===== src/ship_ram.sv =====
// generic single-write, single-read ram with registered read data
`default_nettype none
module ship_ram #(
	parameter int WIDTH = 8,
	parameter int DEPTH = 16,
	localparam int AW = (DEPTH > 1) ? $clog2(DEPTH) : 1
) (
	input  logic             clk,
	input  logic             we,
	input  logic [AW-1:0]    waddr,
	input  logic [WIDTH-1:0] wdata,
	input  logic             re,
	input  logic [AW-1:0]    raddr,
	output logic [WIDTH-1:0] rdata
);

	logic [WIDTH-1:0] mem [DEPTH];

	always_ff @(posedge clk) begin
		if (we) begin
			mem[waddr] <= wdata;
		end
		if (re) begin
			rdata <= mem[raddr];
		end
	end

endmodule
`default_nettype wire


===== config.mk =====
export PLATFORM = sky130hd
export DESIGN_NAME = ship_ram
export DESIGN_NICKNAME = d
export VERILOG_FILES = /design/src/ship_ram.sv
export SDC_FILE = /design/constraint.sdc
export NUM_CORES = 1
export LEC_CHECK = 0
export ABC_AREA = 1
export ABC_CLOCK_PERIOD_IN_PS = 1100
export BUFFER_PORTS_ARGS = -buffer_cell sky130_fd_sc_hd__clkbuf_2
export CAP_MARGIN = 20
export CELL_PAD_IN_SITES_DETAIL_PLACEMENT = 0
export CELL_PAD_IN_SITES_GLOBAL_PLACEMENT = 1
export CORE_MARGIN = 8
export CORE_UTILIZATION = 44
export CTS_CLUSTER_SIZE = 14
export DETAILED_ROUTE_END_ITERATION = 7
export GPL_ROUTABILITY_DRIVEN = 0
export PLACE_DENSITY = 0.83
export SLEW_MARGIN = 20
export SYNTH_ARGS = -nofsm -noshare
export SYNTH_HDL_FRONTEND = slang
export SYNTH_SLANG_ARGS = --single-unit

===== constraint.sdc =====
create_clock -name clk -period 1.1 [get_ports clk]
set_input_delay 0.055 -clock clk [delete_from_list [all_inputs] [get_ports clk]]
set_output_delay 0.055 -clock clk [all_outputs]
set_load 0.005 [all_outputs]

==> summary.txt <==
status: complete, but fails checks
failing checks: setup timing
Crit Path Max Fanout: 1
number of port buffers: 26
Max stage delay on crit path: 0.37 ns
Crit path buffers/inverters: 1
Post-DP Area: 6320 µm²
Final Util: 0.545
H-tree Lvls: 4
maximum vdd drop: 1.22 mV
Power Dens Cells: 1780 nW/µm²
Top delay family on crit path: simple AND/OR/NAND/NOR gates
TritonRoute pass-1 iters: 5
Leak: 3.07 nW
Worst Hold Class: in -> reg
critical path depth: 6
FMAX: 908 MHz
Worst-path clk slew: 0.06 ns
Ys Warns: 0
DP Worst Slack: -0.169 ns
Synth cell types: 11
core area: 13,100 µm²
commonest cells after routing, fill and taps aside: 169 x nand2_1, 136 x edfxtp_1, 100 x inv_1, 66 x nand3_1, 29 x nand3_2
worst path cell trace: inv_1 > nand2_1 > nand3_1 > nand3_2 > nand3_4 > nand2_2
Initial Util: 0.447
I/O pin cnt: 27
period utilization: 1.00
worst-skew pair later-pin latency: 0.41 ns
largest net degree at the start of global routing: 46
setup TNS: -0.00166 ns
Routed WL: 13,600 µm
commonest non-fill, non-tap cell in the layout: nand2_1
CTS buffer count: 17
Post-Route Skew: 0.00645 ns
min Tclk post-route: 1.10 ns
setup slack after layout: -0.00166 ns
r2r endpoint: rdata[7]
R2R depth: 6
# DRC: 0
initial antenna violation count: 0
synthesized instance count: 551
root buf cell: clkbuf_16
final setup fails: 1
drt wl/cell: 17.2 µm
worst path arrival time: 1.26 ns
CTS tree: built
Post-DP HPWL: 8450 µm
setup repair bufs after CTS: 0
RSZ-0062 raised after global routing: yes
# nets final: 618
synth-to-layout area growth: 22.0%
vias in the first global route: 3,778
Total GRT Usage: 0.158
synthesis-stage register bit count: 136
Die Width: 131 µm
Startpoint Class: flop
vias per cell: 4.97
global route overflow: 0
CP max-delay cell: edfxtp_1
crit path to: rdata[7]
CTS Sinks: 136
Syn Nets: 570
register area share after synthesis: 0.698
Slew @ Worst Pin: 0.468 ns
final hold violation count: 0
Worst setup EP type: flop
reg2reg start: mem[13][7]
antenna cell count: 0
syn_area_per_cell: 10.6 µm²
layout cells sized above 1: 0.194
Rel. slew slack: 0.688
DRT iter0 DRCs: 421
CP Data Required Time: 1.26 ns
synthesized cell area: 5850 µm²
Chip Height: 131 µm
internal reg-to-reg setup slack: -0.002 ns
CP startpoint: mem[13][7]
critical setup path kind: reg -> reg
Max Cap Viol: 0
max-slew violations: 0
DR vias: 3,916
Final ANT Viol Nets: 0
die area: 17,200 µm²
Longest Clk Path Bufs: 2
number of cell rows: 42
global-route wire length before repair: 21,000 µm
Finished Cell Area: 7140 µm²
==> where the power goes <==
| part | leakage, nW | internal, W | switching (W) |
|---|---|---|---|
| logic | 1.54 | 0.000267 | 0.000550 |
| registers | 1.24 | 0.00584 | 0.0000338 |
| clock network | 0.293 | 0.00399 | 0.00204 |
| total | 3.07 | 0.0101 | 0.00263 |
==> per-layer routing <==
metal	track usage	vias to the layer above	share of wire
li1	-	1877	-
met5	0	-	0
met1	0.205	1877	0.43
met4	0.0562	0	0.014
met2	0.256	147	0.49
met3	0.0347	15	0.064
==> registers in the layout (all words and copies together) (netlist names) <==
register  cells
mem         128
rdata         8
==> worst register-to-register path, delay by kind of cell (launching register included) <==
family | cells | cell delay, ns
DFF | 1 | 0.37
buffers and inverters | 1 | 0.06
and+or+nand+nor | 5 | 0.43
==> cells in the mapped netlist, drive strengths merged <==
master | instances | share of area
nand3b | 2 | 0.0026
nand2 | 173 | 0.11
edfxtp | 136 | 0.70
nand3 | 97 | 0.083
nor2 | 17 | 0.011
inv | 102 | 0.065
buf | 24 | 0.028
==> worst min path at each step <==
stage	from	to	slack, ns	depth (start not counted)
floorplan	wdata[0]	mem[0][0]	0.15	0
global placement	rdata[7]	rdata[7]	0.47	1
detailed placement	rdata[7]	rdata[7]	0.46	1
CTS	re	rdata[2]	0.07	1
global route	re	rdata[3]	0.06	1
finish	re	rdata[6]	0.07	1
==> layout make-up <==
cell class                      instances  area, µm²
Multi-Input combinational cell        289       1390
Tap cell                              176        220
Timing Repair Buffer                   53        420
Sequential cell                       136       4080
Fill cell                            1077       5950
Inverter                              102        383
Clock inverter                         14        205
Clock buffer                           18        429
==> timing repair <==
item | in CTS | in global routing
resized for setup | 11 | 26
endpoints found under the hold margin | 0 | 0
pin swaps | 0 | 15
hold buffers | 0 | 0
gates cloned | 0 | 0
endpoints found under the setup margin | 7 | 8
==> cells by family (layout without fill, tap and decap cells) <==
| family | Yosys count | in the layout | synth area share |
|---|---|---|---|
| simple gates | 289 | 289 | 0.208 |
| flops | 136 | 136 | 0.698 |
| buf+inv | 126 | 187 | 0.0939 |
==> per-stage QoR <==
step           hold slack [ns]  instances  power [W]
5_1_grt                 0.0611        788     0.0131
6_report                0.0722        788     0.0127
3_3_place_gp             0.467        756    0.00671
3_5_place_dp             0.462        756    0.00673
2_1_floorplan            0.154        551    0.00638
4_1_cts                 0.0678        788     0.0127
Note: power is estimated with default switching activity, not from simulation.
