File: src/ship_pkg.sv
// shared types, constants and helpers for the signature rrip replacement block
`default_nettype none
package ship_pkg;

	localparam int NUM_SETS = 2048;
	localparam int NUM_WAYS = 16;
	localparam int SIG_BITS = 14;

	localparam int SET_AW    = (NUM_SETS > 1) ? $clog2(NUM_SETS) : 1;
	localparam int WAY_W     = $clog2(NUM_WAYS);
	localparam int SIG_COUNT = 1 << SIG_BITS;

	localparam logic [1:0] RRPV_TOP    = 2'd3;
	localparam logic [1:0] CTR_TOP     = 2'd3;
	localparam logic [1:0] CTR_START   = 2'd2;
	localparam logic [1:0] SHORT_RESET = 2'd2;
	localparam logic [1:0] LONG_RESET  = 2'd3;

	localparam int CFG_IDX_W = 2;
	typedef enum logic [CFG_IDX_W-1:0] {
		REG_INSERT_SHORT = 2'd0,
		REG_INSERT_LONG  = 2'd1
	} cfg_reg_t;

	typedef struct packed {
		logic [10:0] set_index;
		logic [3:0]  hit_way;
		logic        hit;
		logic [13:0] pc_bits;
		logic [13:0] page_bits;
	} access_t;

	typedef struct packed {
		logic [3:0] chosen_way;
		logic       was_fill;
		logic       dead_eviction;
		logic       predicted_reuse;
	} result_t;

	typedef struct packed {
		logic [1:0]          rrpv;
		logic                reused;
		logic [SIG_BITS-1:0] sig;
	} line_t;

	typedef line_t [NUM_WAYS-1:0] row_t;
	localparam int ROW_W = $bits(row_t);

	localparam line_t LINE_RESET = '{rrpv: RRPV_TOP, reused: 1'b0, sig: '0};

	typedef struct packed {
		logic [WAY_W-1:0]          victim;
		logic [NUM_WAYS-1:0][1:0]  rrpv;
	} age_t;

	// set index folded into the configured number of sets
	function automatic logic [SET_AW-1:0] wrap_set(input logic [10:0] s);
		int r;
		r = int'(s);
		if (NUM_SETS == 1) begin
			r = 0;
		end else if (NUM_SETS < 2048) begin
			for (int k = 10; k >= 0; k--) begin
				if ((NUM_SETS << k) <= 2047 && r >= (NUM_SETS << k)) begin
					r = r - (NUM_SETS << k);
				end
			end
		end
		return SET_AW'(r);
	endfunction

	function automatic logic [SIG_BITS-1:0] make_sig(input logic [13:0] pc,
		input logic [13:0] page);
		logic [13:0] x;
		x = pc ^ page;
		return SIG_BITS'(x);
	endfunction

endpackage
`default_nettype wire

File: src/ship_age.sv
// set ageing and victim pick over one row of re-reference values
`default_nettype none
module ship_age (
	input  ship_pkg::row_t row,
	output ship_pkg::age_t res
);
	import ship_pkg::*;

	always_comb begin
		logic       any3;
		logic       any2;
		logic       any1;
		logic [1:0] add;
		logic       found;
		any3 = 1'b0;
		any2 = 1'b0;
		any1 = 1'b0;
		for (int w = 0; w < NUM_WAYS; w++) begin
			if (row[w].rrpv == 2'd3) any3 = 1'b1;
			if (row[w].rrpv == 2'd2) any2 = 1'b1;
			if (row[w].rrpv == 2'd1) any1 = 1'b1;
		end
		// distance of the oldest line from the top value
		add = any3 ? 2'd0 : (any2 ? 2'd1 : (any1 ? 2'd2 : 2'd3));
		for (int w = 0; w < NUM_WAYS; w++) begin
			res.rrpv[w] = row[w].rrpv + add;
		end
		// lowest way at the top value
		found      = 1'b0;
		res.victim = '0;
		for (int w = 0; w < NUM_WAYS; w++) begin
			if (!found && res.rrpv[w] == RRPV_TOP) begin
				res.victim = WAY_W'(w);
				found      = 1'b1;
			end
		end
	end

endmodule
`default_nettype wire

File: config.mk
export PLATFORM = sky130hd
export DESIGN_NAME = ship_age
export DESIGN_NICKNAME = d
export VERILOG_FILES = /design/src/ship_pkg.sv /design/src/ship_age.sv
export SDC_FILE = /design/constraint.sdc
export NUM_CORES = 1
export LEC_CHECK = 0
export CORE_AREA = 2 2 118 120
export DETAILED_ROUTE_END_ITERATION = 16
export DIE_AREA = 0 0 120 122
export DONT_BUFFER_PORTS = 1
export PLACE_DENSITY = 0.3
export SETUP_SLACK_MARGIN = 0.05
export SLEW_MARGIN = 5
export SYNTH_ARGS = -nofsm -noshare
export SYNTH_HDL_FRONTEND = slang
export SYNTH_SLANG_ARGS = --single-unit
export TNS_END_PERCENT = 1
File: constraint.sdc
create_clock -name vclk -period 12.3
set_clock_uncertainty 0.1 [all_clocks]
set_input_delay 2.46 -clock vclk [all_inputs]
set_output_delay 2.46 -clock vclk [all_outputs]
set_load 0.02 [all_outputs]
==> results by group <==
Synth
  • Synthesis Warnings: 0
  • Sequential fraction of the synthesis area: 0
  • Average cell area after synthesis: 7.668 um2
  • Syn Inst Count: 156
  • Number of distinct library cells after synthesis: 40
  • Syn_nets: 444
  • Mapped Area: 1196 um2

Routing
  • Drt first pass iters: 4
  • Initial DRC count: 64
  • Wirelength, routed: 6143 um
  • Routed Antenna Nets: 0
  • Vias: 1169
  • # DRC: 0
  • DR WL/cell: 18.39 um
  • Vias per inst: 3.500

Pwr
  • Worst VDD drop: 3.523 uV
  • Switch Pwr: 30.79 uW
  • Reg power frac: 0
  • Power Internal: 16.20 uW
  • Power Density: 33.71 nW/um2
  • Combinational Power Share: 1.000
  • Switching fraction of total power: 0.6553
  • Clock power frac: 0
  • Lkg Pwr: 0.0005155 uW

Critical path
  • Crit end category: primary output
  • Worst setup SP type: primary input
  • Max incr delay on CP: 0.75 ns
  • Critical Path, Cell by Cell: a22o_1, a221oi_1, and4_1, a21boi_1, buf_4, ha_1, xor2_1, nand3_1, nor2b_1, a222oi_1, o2111ai_1, o221ai_1
  • CP required: 9.74 ns
  • Crit path max-delay cell type: a21boi_1
  • Crit-path max FO: 9
  • Worst Path Arrival: 6.54 ns
  • Setup CP Type: in2out

Final layout
  • Filler cell count: 1568
  • Share of layout cells above drive strength 1: 0.03247
  • Area growth syn-to-layout: 16.53%
  • Most frequent cells in the layout: xnor2_1, inv_1, ha_1
  • Area of the multi-input gates: 1090 um2
  • FF+latch count: 0
  • Fin nets: 444
  • Most common cell after layout, fill and taps aside: xnor2_1
  • Clock buffers: 0
  • Diodes inserted: 0
  • Sequential cell area: 0 um2

Placed design
  • Detail Placement HPWL: 5520 um
  • RePlAce Congestion: 0.7614
  • Dpl ws: 3.067 ns
  • IO Port Bufs: 0

Timing
  • Least-Margin Pin Slew: 0.8625 ns
  • Final min period: 9.096 ns
  • Worst setup margin: 3.204 ns
  • Slew HR: 0.4238
  • Slew Limit Fails: 0
  • Hold WS: 5.077 ns
  • Period Utilization, post-route: 0.7395
  • Max Freq: 109.9 MHz
  • Final setup viols: 0
  • RSZ-0062 raised after global routing: no
  • Endpoints failing hold: 0
  • Setup tns final: 0 ns

Clock tree
  • Post-CTS Hold Buffers: 0
  • Post_cts resized: 0
  • # Post-CTS Setup Buffers: 0

Global route
  • Pin count of the biggest net entering global routing: 13
  • Met3 Usage GRT: 0.05993
  • GRT Util Overall: 0.08094
  • Initial antenna violation count: 0
  • Most Used Layer, Global Route: met2
  • Via count of the first global-routing pass: 1220
  • Global-route wire length before repair: 8735 um
  • GRT met2 Usage: 0.1353
  • Total congestion overflow: 0
  • Met1 Use GR: 0.08800

Hold path
  • Worst Hold Class: in2out

Die
  • Initial Utilization: 0.08858
  • Die ar.: 14640 um2
  • Die width: 120 um
  • Row count: 43
  • Core ar.: 13500 um2
  • IO Pins: 308
  • Die height: 122 um

Run status
  • Outcome: completed

Job
  • Max Cap Viol: 0
## power groups by stage
stage / clock [uW] / sequential, uW / combinational, uW
floorplan: 0 / 0 / 38.4
global placement: 0 / 0 / 48.0
detailed placement: 0 / 0 / 48.0
CTS: 0 / 0 / 48.3
global route: 0 / 0 / 51.5
finish: 0 / 0 / 47.0
## Yosys cell counts, types with 2 or more instances
cell,count,share of area
a211oi_1,2,0.013
a21oi_1,3,0.013
a221oi_1,8,0.059
a22o_1,7,0.051
a22oi_1,3,0.019
a31oi_1,2,0.010
and2_1,3,0.016
ha_1,16,0.17
inv_1,19,0.060
nand2_1,10,0.031
nand2b_1,10,0.052
nand3_1,5,0.021
nand3b_1,2,0.013
nor2b_1,6,0.031
o2111ai_1,4,0.029
o22ai_1,6,0.031
xnor2_1,23,0.17
xor2_1,5,0.037
## logic make-up (layout without fill, tap and decap cells)
| logic type | after synthesis | in the layout | synth area share |
|---|---|---|---|
| AO/OA/AOI/OAI | 45 | 45 | 0.3002 |
| AND/OR/NAND/NOR | 43 | 43 | 0.2155 |
| adder cells (fa/ha/maj) | 16 | 16 | 0.1674 |
| multiplexers | 1 | 1 | 0.009414 |
| XOR/XNOR | 29 | 29 | 0.2186 |
| buffers and inverters | 22 | 20 | 0.08891 |
## final timing paths
kind      end  startpoint  depth (start not counted)
min   res[14]    row[134]                          1
max   res[32]     row[15]                         12
## metrics by stage
stage | area [um2] | power (uW) | cells | util
after floorplan | 1196 | 38.43 | 156 | -
after global placement | 1394 | 48.01 | 334 | 0.1032
after detailed placement | 1394 | 48.02 | 334 | 0.1032
after CTS | 1394 | 48.32 | 334 | 0.1032
after global routing | 1394 | 51.49 | 334 | 0.1032
final | 1394 | 46.99 | 334 | 0.1032
## layout make-up
cell class	count	area share
inverters	19	0.05117
multi-input cells	134	0.7819
well taps	180	0.1616
repair buffers	1	0.005386
## worst max-delay path: cells and delay by family
| family | cells | cell delay (ns) |
|---|---|---|
| buffers and inverters | 1 | 0.31 |
| XOR/XNOR | 1 | 0.18 |
| AND/OR/NAND/NOR | 3 | 0.80 |
| AO/OA/AOI/OAI | 6 | 2.60 |
| adder cells (fa/ha/maj) | 1 | 0.17 |
## per-layer routing
layer  up-vias  share of wire
li1        585              -
met5         -              0
met2        47           0.46
met1       537           0.37
met4         0              0
met3         0           0.17
Power figures use the tool's default switching activity.
